$ cat src/design/rlt_pkg.sv
// shared types and codes for the refcounted lock table
package rlt_pkg;
   localparam logic [2:0] OP_ACQUIRE = 3'd0;
   localparam logic [2:0] OP_ROLLBACK = 3'd1;
   localparam logic [2:0] OP_RELEASE = 3'd2;
   localparam logic [2:0] OP_HAS = 3'd3;
   localparam logic [2:0] OP_LIST = 3'd4;

   localparam logic [2:0] ST_OK = 3'd0;
   localparam logic [2:0] ST_BAD_ARG = 3'd1;
   localparam logic [2:0] ST_MISSING = 3'd2;
   localparam logic [2:0] ST_FULL = 3'd3;
   localparam logic [2:0] ST_SATURATED = 3'd4;

   localparam logic [15:0] CNT_MAX = 16'hFFFF;

   typedef struct packed {
      logic [31:0] owner;
      logic [63:0] table_ref;
      logic [3:0] mode;
      logic [15:0] count;
   } entry_type;

   // command broadcast to every cell at once
   typedef struct packed {
      logic inc;    // bump count of the matching cell
      logic dec;    // lower count of the matching cell, drop at zero
      logic drop_owner; // first cell of the owner leaves, the rest shift left
      logic append; // first empty cell takes the new entry
      logic shift;  // shift the list left by one (list walk)
   } cmd_type;

   function automatic logic mode_ok(input logic [3:0] m);
      return (m == 4'd4) || (m == 4'd6) || (m == 4'd8) || (m == 4'd12) || (m == 4'd14);
   endfunction
endpackage

$ cat src/design/rlt_cell.sv
// one slot of the lock table chain
module rlt_cell (
   input  logic clock,
   input  logic reset,
   input  rlt_pkg::cmd_type cmd,
   input  rlt_pkg::entry_type key,
   input  logic prev_valid,      // valid bit of the cell to the left
   input  logic hit_before,      // some cell to the left matches the key
   input  logic drop_before,     // some cell to the left drops this cycle
   input  rlt_pkg::entry_type right_in, // cell one to the right
   input  logic right_valid,
   output logic valid,
   output rlt_pkg::entry_type entry,
   output logic hit,             // full match of owner, table and mode
   output logic own_hit,
   output logic drop             // drop condition holds; only the first such cell leaves
);
   import rlt_pkg::*;

   logic valid_ff, valid_in;
   entry_type entry_ff, entry_in;

   assign own_hit = valid_ff && (entry_ff.owner == key.owner);
   assign hit = own_hit && (entry_ff.table_ref == key.table_ref) && (entry_ff.mode == key.mode);
   assign drop = (cmd.dec && hit && !hit_before && (entry_ff.count == 16'd1)) ||
                 (cmd.drop_owner && own_hit);

   always_comb begin
      valid_in = valid_ff;
      entry_in = entry_ff;
      if (cmd.inc && hit && !hit_before) begin
         entry_in.count = entry_ff.count + 16'd1;
      end else if (cmd.dec && hit && !hit_before && !drop) begin
         entry_in.count = entry_ff.count - 16'd1;
      end
      if (cmd.append && !valid_ff && prev_valid) begin
         valid_in = 1'b1;
         entry_in = key;
      end
      // single drop: compaction moves the right neighbor in
      if (cmd.dec && (drop_before || drop)) begin
         valid_in = right_valid;
         entry_in = right_in;
      end
      if (cmd.shift) begin
         valid_in = right_valid;
         entry_in = right_in;
      end
      // release all: one-step compaction by at most one per cycle
      if (cmd.drop_owner && (drop_before || drop)) begin
         valid_in = right_valid;
         entry_in = right_in;
      end
   end

   always_ff @(posedge clock) begin
      if (reset) begin
         valid_ff <= 1'b0;
      end else begin
         valid_ff <= valid_in;
      end
      entry_ff <= entry_in;
   end

   assign valid = valid_ff;
   assign entry = entry_ff;
endmodule

$ cat config.mk
export PLATFORM = sky130hd
export DESIGN_NAME = rlt_cell
export DESIGN_NICKNAME = d
export VERILOG_FILES = /design/src/design/rlt_pkg.sv /design/src/design/rlt_cell.sv
export SDC_FILE = /design/constraint.sdc
export NUM_CORES = 1
export LEC_CHECK = 0
export ABC_AREA = 1
export BUFFER_PORTS_ARGS = -buffer_cell sky130_fd_sc_hd__buf_2
export CORE_UTILIZATION = 30
export CTS_CLUSTER_SIZE = 20
export DETAILED_ROUTE_END_ITERATION = 10
export SETUP_SLACK_MARGIN = 0.3
export SYNTH_ARGS = -nofsm -noshare
export SYNTH_HDL_FRONTEND = slang
export SYNTH_SLANG_ARGS = --single-unit
$ cat constraint.sdc
create_clock -name clock -period 7 [get_ports clock]
set_input_delay 0 -clock clock [delete_from_list [all_inputs] [get_ports clock]]
set_output_delay 0 -clock clock [all_outputs]
set_load 0.1 [all_outputs]
==> results_dict.tcl, run 1 <==
set metrics [dict create \
    run_status "completed" \
    grt_max_degree 184 \
    fin_crit_ns 4.37 \
    synthAdderAreaFrac_pct 0.443 \
    grt_usage_pct 22.8 \
    die_w_um 170 \
    maxSlewViolCount 0 \
    dp.cells 1860 \
    synthMuxAreaShare_pct 0 \
    ant_nets 0 \
    max_freq_mhz 229 \
    grt_pass1_wl_um 50500 \
    avgSynthCellArea_um2 7.27 \
    core_mm2 0.0278 \
    register_area_mm2 0.00350 \
    setup_viol 0 \
    relSlewSlack_pct 30.7 \
    cts-root-buf "clkbuf_16" \
    postCtsSetupRepairBufs 0 \
    ys_warn_count 0 \
    yosysSeqAreaShare_pct 41.4 \
    wl_um 33200 \
    final_nets 1978 \
    critPathRequiredTime_ns 7.16 \
    power.leakage_nw 6.44 \
    instances_no_fill 2124 \
    grt_pass1_vias 9771 \
    initial_utilization_pct 30.5 \
    peakVddDrop_uv 166 \
    antenna_found_initial 2 \
    path_clk_slew_ns 0.06 \
    r2r_cells 14 \
    drive_above_1_share_pct 24.4 \
    drt_pass1_iterations 6 \
    fin_util_pct 48.3 \
    final_cell_mix "427 x nand2_1, 362 x buf_2, 231 x dlygate4sd3_1" \
    io_pins 363 \
    vias 9779 \
    worst_setup_path_end_kind "register" \
    wire_per_inst_um 15.6 \
    ys_ff_latch 117 \
    rr_endpoint "entry[96]$_DFFE_PP_" \
    numClockSinks 117 \
    power_density_mw_per_mm2 228 \
    fin_area_mm2 0.0134 \
    synth_top_family_by_area "simple AND/OR/NAND/NOR gates" \
    syn_inst 1165 \
    synth_cell_types 37 \
    r2r_slack_ns 2.63 \
    multi_input_area_mm2 0.00422 \
    synthesis.nets 1411 \
    drc 0 \
    cts_buffer_depth 2 \
    synth_compound_area_share_pct 6.28 \
    worstSetupPathType "register to register" \
    clock_latency_ns 0.42 \
    h-tree-depth 4 \
    hp-start "key[0]" \
    crit_fanout 183 \
    overflow 0 \
    row_count 61 \
    holdPathStages 3 \
    cts_made_buffers 17 \
    drt_iter0_markers 563 \
    hold_viol_final 0 \
    num-fill-cells 2768 \
    cts_tree "done" \
    synthesis.area_mm2 0.00847 \
    arrival_ns 4.53 \
    grt_setup_unrepaired "no" \
    yosys.area_share.simple_pct 34.4 \
    synth_xor_area_share_pct 8.37 \
    dpl_cell_area_mm2 0.0105 \
    startpoint_type "register" \
    synth_top_area_share_pct 41.1 \
    drv_cap 0 \
    final_common_cell "nand2_1" \
    detailed_place_hpwl_um 23200 \
    hold_slack_ns 0.0319 \
    vias_per_cell 4.60 \
    rr_startpoint "entry[26]$_DFFE_PP_" \
    fin_setup_tns_ns 0 \
    synth.area.top_cells "edfxtp_1 41%, nand2_1 19%, xnor2_1 5.5%" \
    min_path_type "input pin to register" \
    dieHeight_um 170 \
    portBuffers 362 \
    min_to "entry[0]$_DFFE_PP_" \
    routabilityCongestion 0.900 \
    syn2layout_area_growth_pct 58.3 \
    finalCritPeriodShare_pct 62.4 \
    die_area_mm2 0.0289 \
    finalClockSkew_ns 0.0112 \
    yosys.area.top_type "edfxtp_1" \
    worstMarginPinSlew_ns 1.04 \
]
[worst max-delay path by stage]
stage	end	cells past startpoint	slack [ns]	from
6_report	entry[96]$_DFFE_PP_	14	2.63	entry[26]$_DFFE_PP_
5_1_grt	entry[80]$_DFFE_PP_	15	2.15	entry[19]$_DFFE_PP_
4_1_cts	entry[68]$_DFFE_PP_	12	2.55	entry[68]$_DFFE_PP_
3_5_place_dp	entry[80]$_DFFE_PP_	12	3.09	entry[68]$_DFFE_PP_
3_3_place_gp	entry[68]$_DFFE_PP_	13	3.12	entry[26]$_DFFE_PP_
2_1_floorplan	entry[0]$_DFFE_PP_	13	0.99	entry[111]$_DFFE_PP_
[sequential cells by signal, summed over array words and instances (netlist names)]
signal and flops:
entry 116, valid 1
[metal layers]
| metal | routed length, um | part of all wire (%) | vias up | GRT usage [%] |
|---|---|---|---|---|
| li1 | - | - | 4886 | - |
| met1 | 13600 | 41 | 4452 | 26.1 |
| met2 | 16500 | 50 | 385 | 40.9 |
| met3 | 2300 | 6.9 | 52 | 5.65 |
| met4 | 851 | 2.6 | 4 | 8.26 |
| met5 | 23 | 0.069 | - | 0 |
[final cells by class]
cell class | count | share of cell area (%)
Sequential cell | 117 | 26.1
Inverter | 120 | 3.37
Clock inverter | 15 | 1.35
Multi-Input combinational cell | 879 | 31.5
Tap cell | 378 | 3.53
Clock buffer | 17 | 3.17
Timing Repair Buffer | 597 | 31.0
Antenna cell | 1 | 0.0187
[synthesized netlist by cell type, drive strengths merged]
cell type and n:
nand2 429, o22ai 1, nor3 13, clkinv 1, and2 3, ha 3
xor2 28, nor3b 1, and3 3, nor2 115, xnor2 53, nand3b 8
inv 119, nor2b 1, edfxtp 116, buf 22, dfxtp 1, nand4 40
nand3 58, nor4 1, and3b 1, o21ai 104, or2 16, clkbuf 27
a21oi 1
[logic make-up (layout without fill, tap and decap cells)]
logic type,Yosys count,in the layout
buf+inv,169,749
flops,117,117
simple gates,689,689
fa+ha+maj,3,3
compound gates,106,106
xor+xnor,81,81
other cells,0,1
[per-stage QoR]
| step | setup WS [ns] | power (mW) |
|---|---|---|
| after CTS | 2.55 | 3.08 |
| after global placement | 3.12 | 2.01 |
| final | 2.63 | 3.06 |
| after global routing | 2.15 | 3.19 |
| after floorplan | 0.990 | 1.76 |
| after detailed placement | 3.09 | 2.01 |
[power by group]
| group | switching, mW | leakage [nW] | internal, mW | total (mW) |
|---|---|---|---|---|
| sequential | 0.0693 | 1.23 | 0.865 | 0.934 |
| combinational | 0.865 | 4.91 | 0.332 | 1.20 |
| clock | 0.367 | 0.293 | 0.562 | 0.930 |
| total | 1.30 | 6.44 | 1.76 | 3.06 |
[timing repair]
action	in CTS	in global routing
hold buffers	231	0
gates resized for setup	0	0
endpoints found under the hold margin	117	0
[worst max-delay path: stages, from the launching register on]
cell	delay, ns
edfxtp_1	0.40
xnor2_1	0.50
nand2_1	0.11
nor2_1	0.12
nand2_1	0.07
nor2_1	0.10
nand3_1	0.07
nor2_1	0.25
nand4_2	0.17
nand3_2	0.10
nand2_2	0.12
nand2_8	0.76
buf_4	0.58
o21ai_1	0.13
dlygate4sd3_1	0.59
Power figures use the tool's default switching activity.
==> inputs of run 2 (changes only) <==
clock period = 3.6 ns   (was 7 ns; I/O delays follow)
==> results_dict.tcl, run 2 (same netlist as run 1, synthesis figures left out) <==
set metrics [dict create \
    dieHeight_um 170 \
    cts-root-buf "clkbuf_16" \
    crit_fanout 79 \
    cts_tree "done" \
    sw_frac_of_total_pct 42.9 \
    rr_startpoint "entry[26]$_DFFE_PP_" \
    grt_usage_pct 23.6 \
    max_freq_mhz 341 \
    overflow 0 \
    cp-endpoint "entry[56]$_DFFE_PP_" \
    grt_max_degree 88 \
    rr_endpoint "entry[56]$_DFFE_PP_" \
    final_cell_mix "426 x nand2_1, 362 x buf_2, 232 x dlygate4sd3_1" \
    numClockSinks 117 \
    ant_nets 0 \
    power.leakage_nw 6.40 \
    portBuffers 362 \
    cts_resized 0 \
    detailed_place_hpwl_um 23800 \
    clock_latency_ns 0.43 \
    n_antenna_cell 0 \
    grt_setup_unrepaired "no" \
    core_mm2 0.0278 \
    fin_util_pct 48.6 \
    r2r_cells 13 \
    drt_pass1_iterations 5 \
    crit_start "entry[26]$_DFFE_PP_" \
    cts_buffer_depth 2 \
    cts_made_buffers 17 \
    antenna_found_initial 0 \
    power_switching_mw 2.49 \
    drv_cap 0 \
    final_common_cell "nand2_1" \
    routabilityCongestion 0.864 \
    arrival_ns 3.08 \
    vias_per_cell 4.65 \
    run_status "completed" \
    vias 9905 \
    place_worst_setup_slack_ns 0.663 \
    maxSlewViolCount 0 \
    p_int_mw 3.31 \
    drive_above_1_share_pct 24.5 \
    fin_crit_ns 2.94 \
    worstSetupPathType "register to register" \
    startpoint_type "register" \
    finalCritPeriodShare_pct 81.5 \
    relSlewSlack_pct 59.3 \
    wire_per_inst_um 16.1 \
    drc 0 \
    p_comb_share_pct 39.7 \
    clkPwrFrac_pct 28.9 \
    power_density_mw_per_mm2 429 \
    p_total_mw 5.79 \
    worst_setup_path_end_kind "register" \
    register_area_mm2 0.00350 \
    initial_utilization_pct 30.5 \
    hold_viol_final 0 \
    min_path_type "input pin to register" \
    final_nets 1986 \
    grt_pass1_wl_um 52100 \
    multi_input_area_mm2 0.00423 \
    p_seq_share_pct 31.5 \
    syn2layout_area_growth_pct 59.3 \
    io_pins 363 \
    worstMarginPinSlew_ns 0.607 \
    row_count 61 \
    r2r_slack_ns 0.66 \
    grt_pass1_vias 10000 \
    critPathRequiredTime_ns 3.74 \
    h-tree-depth 4 \
    setup_viol 0 \
    drt_iter0_markers 574 \
    wl_um 34200 \
    peakVddDrop_uv 231 \
    path_clk_slew_ns 0.06 \
    finalClockSkew_ns 0.0177 \
    die_area_mm2 0.0289 \
    die_w_um 170 \
    setup_ws_ns 0.664 \
    largest_reg_flops 116 \
    num-fill-cells 2693 \
]
-- run 2: final cells by class --
cell class / instances / share of cell area, %
repair buffers: 605 / 31.8
multi-input cells: 879 / 31.3
flip-flops and latches: 117 / 26.0
well taps: 378 / 3.50
inverters: 120 / 3.35
clock buffers: 21 / 3.26
clock inverters: 11 / 0.816
-- run 2: worst min path at each step --
| stage | start | end | slack [ns] | depth (start not counted) |
|---|---|---|---|---|
| after floorplan | reset | valid$_SDFFE_PP0P_ | 0.15 | 3 |
| after global placement | reset | valid$_SDFFE_PP0P_ | 0.24 | 4 |
| after detailed placement | reset | valid$_SDFFE_PP0P_ | 0.24 | 4 |
| after CTS | key[20] | entry[20]$_DFFE_PP_ | 0.004 | 3 |
| after global routing | key[20] | entry[20]$_DFFE_PP_ | 0.01 | 3 |
| final | key[20] | entry[20]$_DFFE_PP_ | 0.03 | 3 |
-- run 2: power by group through the flow --
stage	clock network, mW	registers [mW]	logic, mW
2_1_floorplan	0	2.82	0.595
6_report	1.67	1.82	2.30
3_3_place_gp	0	1.84	2.09
5_1_grt	1.77	1.84	2.44
4_1_cts	1.71	1.82	2.29
3_5_place_dp	0	1.84	2.09
-- run 2: metal layers --
layer | share of wire [%] | wire length (um) | global-route usage (%) | vias up
met5 | 0 | 0 | 0 | -
met4 | 3.2 | 1080 | 9.95 | 0
met3 | 6.4 | 2200 | 5.09 | 62
met2 | 49 | 16900 | 42.1 | 428
met1 | 41 | 14000 | 27.1 | 4516
li1 | - | - | - | 4899
-- run 2: worst max-delay path, cell delays in order, from the launching register on --
cell and delay [ns]:
edfxtp_1 0.41, xnor2_1 0.50, nand2_1 0.11, nor2_1 0.12, nand2_1 0.06, nor2_1 0.12
nand3_1 0.08, nor2_1 0.25, nand4_2 0.18, nand3_2 0.13, nand2_4 0.09, nand2_8 0.09
buf_12 0.26, o21ai_0 0.19
-- run 2: metrics by stage --
stage / instances / instance area, um2 / setup TNS, ns / hold WS, ns
after global routing: 2131 / 13500 / 0 / 0.0147
after global placement: 1867 / 10600 / 0 / 0.242
after detailed placement: 1867 / 10600 / 0 / 0.238
after CTS: 2131 / 13500 / 0 / 0.00449
after floorplan: 1165 / 8490 / -12.57 / 0.149
final: 2131 / 13500 / 0 / 0.0293
-- run 2: repair_timing --
action	CTS	global route
hold buffers	232	0
endpoints found under the hold margin	117	0
setup buffers	0	0
==> inputs of run 3 (changes only) <==
ABC_AREA = 0   (was 1)
clock period = 2.62 ns   (was 3.6 ns; I/O delays follow)
==> results_dict.tcl, run 3 <==
set metrics [dict create \
    instances_no_fill 1808 \
    detailed_place_hpwl_um 22300 \
    rr_startpoint "entry[107]$_DFFE_PP_" \
    synth_top_family_by_area "simple AND/OR/NAND/NOR gates" \
    dieHeight_um 158 \
    drv_cap 0 \
    synthFlopType "edfxtp_1" \
    finalClockSkew_ns 0.0126 \
    synth.most_common_cell "nand2_1" \
    cts-root-buf "clkbuf_16" \
    p_total_mw 8.47 \
    synth_compound_area_share_pct 2.49 \
    drive_above_1_share_pct 43.4 \
    fin_setup_tns_ns -41.33 \
    synthAdderAreaFrac_pct 0.512 \
    synthesis.nets 1033 \
    wl_um 34300 \
    arrival_ns 3.14 \
    ys_top_cells_by_count "219 x nand2_1, 117 x nand3_1, 116 x edfxtp_1" \
    max_stage_delay_ns 0.49 \
    grt_usage_pct 26.0 \
    clock_latency_ns 0.41 \
    portBuffers 362 \
    final_common_cell "buf_2" \
    synthMuxAreaShare_pct 2.90 \
    cts_tree "done" \
    synth.area.top_cells "edfxtp_1 48%, nand2_1 11%, xnor2_1 9.6%" \
    numClockSinks 117 \
    final_cell_mix "359 x buf_2, 226 x dlygate4sd3_1, 173 x nand2_1" \
    routabilityCongestion 0.827 \
    path_clk_slew_ns 0.06 \
    grt_setup_unrepaired "yes" \
    cts_made_buffers 17 \
    avgSynthCellArea_um2 9.31 \
    peakVddDrop_uv 352 \
    hp-start "key[6]" \
    vias_per_cell 5.01 \
    synth_top_area_share_pct 47.5 \
    worstMarginPinSlew_ns 0.545 \
    hold_viol_final 0 \
    maxSlewViolCount 0 \
    power_density_mw_per_mm2 594 \
    worstSetupPathType "register to register" \
    ys_warn_count 0 \
    synth_edf_count 116 \
    cp_cell_sequence "xor2_2, or4_1, or4_4, nor3_4, o22a_2, a21o_4, buf_12, buf_12, clkbuf_16, nand2_1, nand2_1" \
    power.leakage_nw 6.42 \
    max_freq_mhz 349 \
    drt_iter0_markers 599 \
    synth_cell_types 49 \
    setup_viol 235 \
    syn2layout_area_growth_pct 94.5 \
    async_reset_ff_share_pct 0 \
    final_nets 1720 \
    drc 0 \
    yosys.area.top_type "edfxtp_1" \
    slowest_stage "or4_1" \
    cts_buffer_depth 2 \
    syn_inst 787 \
    yosys.area_share.simple_pct 30.5 \
    startpoint_type "register" \
    critPathRequiredTime_ns 2.90 \
    synthesis.area_mm2 0.00733 \
    rr_endpoint "entry[31]$_DFFE_PP_" \
    ant_nets 0 \
    fin_util_pct 60.0 \
    grt_max_degree 73 \
    yosysSeqAreaShare_pct 47.8 \
    place_worst_setup_slack_ns -0.337 \
    crit_fanout 9 \
    relSlewSlack_pct 63.6 \
    antenna_found_initial 1 \
    fin_crit_ns 2.87 \
    core_mm2 0.0238 \
    drt_pass1_iterations 5 \
    largest_reg_flops 116 \
    dp.cells 1523 \
    violations "setup timing" \
    setup_ws_ns -0.246 \
    initial_utilization_pct 30.9 \
    synth_xor_area_share_pct 12.1 \
    wire_per_inst_um 19.0 \
    r2r_cells 11 \
    holdPathStages 4 \
    overflow 0 \
    min_to "entry[6]$_DFFE_PP_" \
    min_path_type "input pin to register" \
    ys_ff_latch 117 \
    finalCritPeriodShare_pct 109 \
    io_pins 363 \
    grt_pass1_wl_um 48800 \
    r2r_slack_ns -0.25 \
    run_status "finished, violations left" \
    vias 9067 \
    worst_setup_path_end_kind "register" \
    die_area_mm2 0.0251 \
    die_w_um 158 \
    grt_pass1_vias 9017 \
    row_count 56 \
    h-tree-depth 4 \
]
[run 3: cell types whose count changed in the layout (fill, tap and decap cells not counted), sizes merged, moves of 14 or more]
cell / delta
nand2: -210
nand3: +59
nor2: -97
buf: +109
inv: -108
or2: -14
or4: +14
mux2i: +19
o21ai: -101
xnor2: +27
[run 3: kinds of logic (layout without fill, tap and decap cells)]
group,Yosys count,after routing
AO/OA/AOI/OAI,26,27
multiplexers,21,21
adder cells (fa/ha/maj),3,3
XOR/XNOR,101,101
buffers and inverters,54,753
flip-flops,117,117
AND/OR/NAND/NOR,465,465
other,0,2
[run 3: area by class of cell]
type                    instances  area, um2
inverters                       7       26.3
clock buffers                  17        425
multi-input cells             617       4150
flip-flops and latches        117       3500
diodes                          2       5.00
repair buffers                714       5540
fillers                      1921       9500
clock inverters                15        203
well taps                     319        399
[run 3: worst max-delay path: cells and delay by family (launching register included)]
kind            cells  cell delay [ns]
compound gates      2             0.45
xor+xnor            1             0.18
buf+inv             3             0.42
flops               1             0.43
simple gates        5             1.23
[run 3: stage by stage]
step / instance area, um2 / hold slack [ns]
2_1_floorplan: 7730 / 0.0793
3_3_place_gp: 10500 / 0.166
3_5_place_dp: 10500 / 0.168
4_1_cts: 13800 / 0.00502
5_1_grt: 14300 / 0.0296
6_report: 14300 / 0.0195
[run 3: report_power, final]
group          total, mW  switching (mW)  internal, mW  leakage [nW]
clock               2.55           0.954          1.60         0.296
combinational       3.45            2.36          1.09          4.90
sequential          2.47           0.149          2.32          1.23
total               8.47            3.46          5.00          6.42
[run 3: how the worst max path moves through the flow]
stage	start	to	depth (start not counted)
6_report	entry[107]$_DFFE_PP_	entry[31]$_DFFE_PP_	11
5_1_grt	entry[104]$_DFFE_PP_	entry[31]$_DFFE_PP_	11
4_1_cts	entry[107]$_DFFE_PP_	entry[15]$_DFFE_PP_	8
3_5_place_dp	entry[114]$_DFFE_PP_	entry[9]$_DFFE_PP_	10
3_3_place_gp	entry[114]$_DFFE_PP_	entry[62]$_DFFE_PP_	11
2_1_floorplan	entry[104]$_DFFE_PP_	entry[100]$_DFFE_PP_	9
[run 3: layer usage]
layer,share of wire (%),vias up,track usage (%)
li1,-,4194,-
met1,39,4268,29.8
met2,50,521,45.9
met3,7.7,84,5.69
met4,3.8,0,12.2
met5,0,-,0
[run 3: repair_timing]
action                                  in CTS  in global routing
pin swaps                                    9                 41
setup buffers                                8                  5
endpoints found under the setup margin     236                236
cloned                                       7                  5
gates resized for setup                     22                 81
hold buffers                               226                  0
hold endpoints to repair                   116                  0
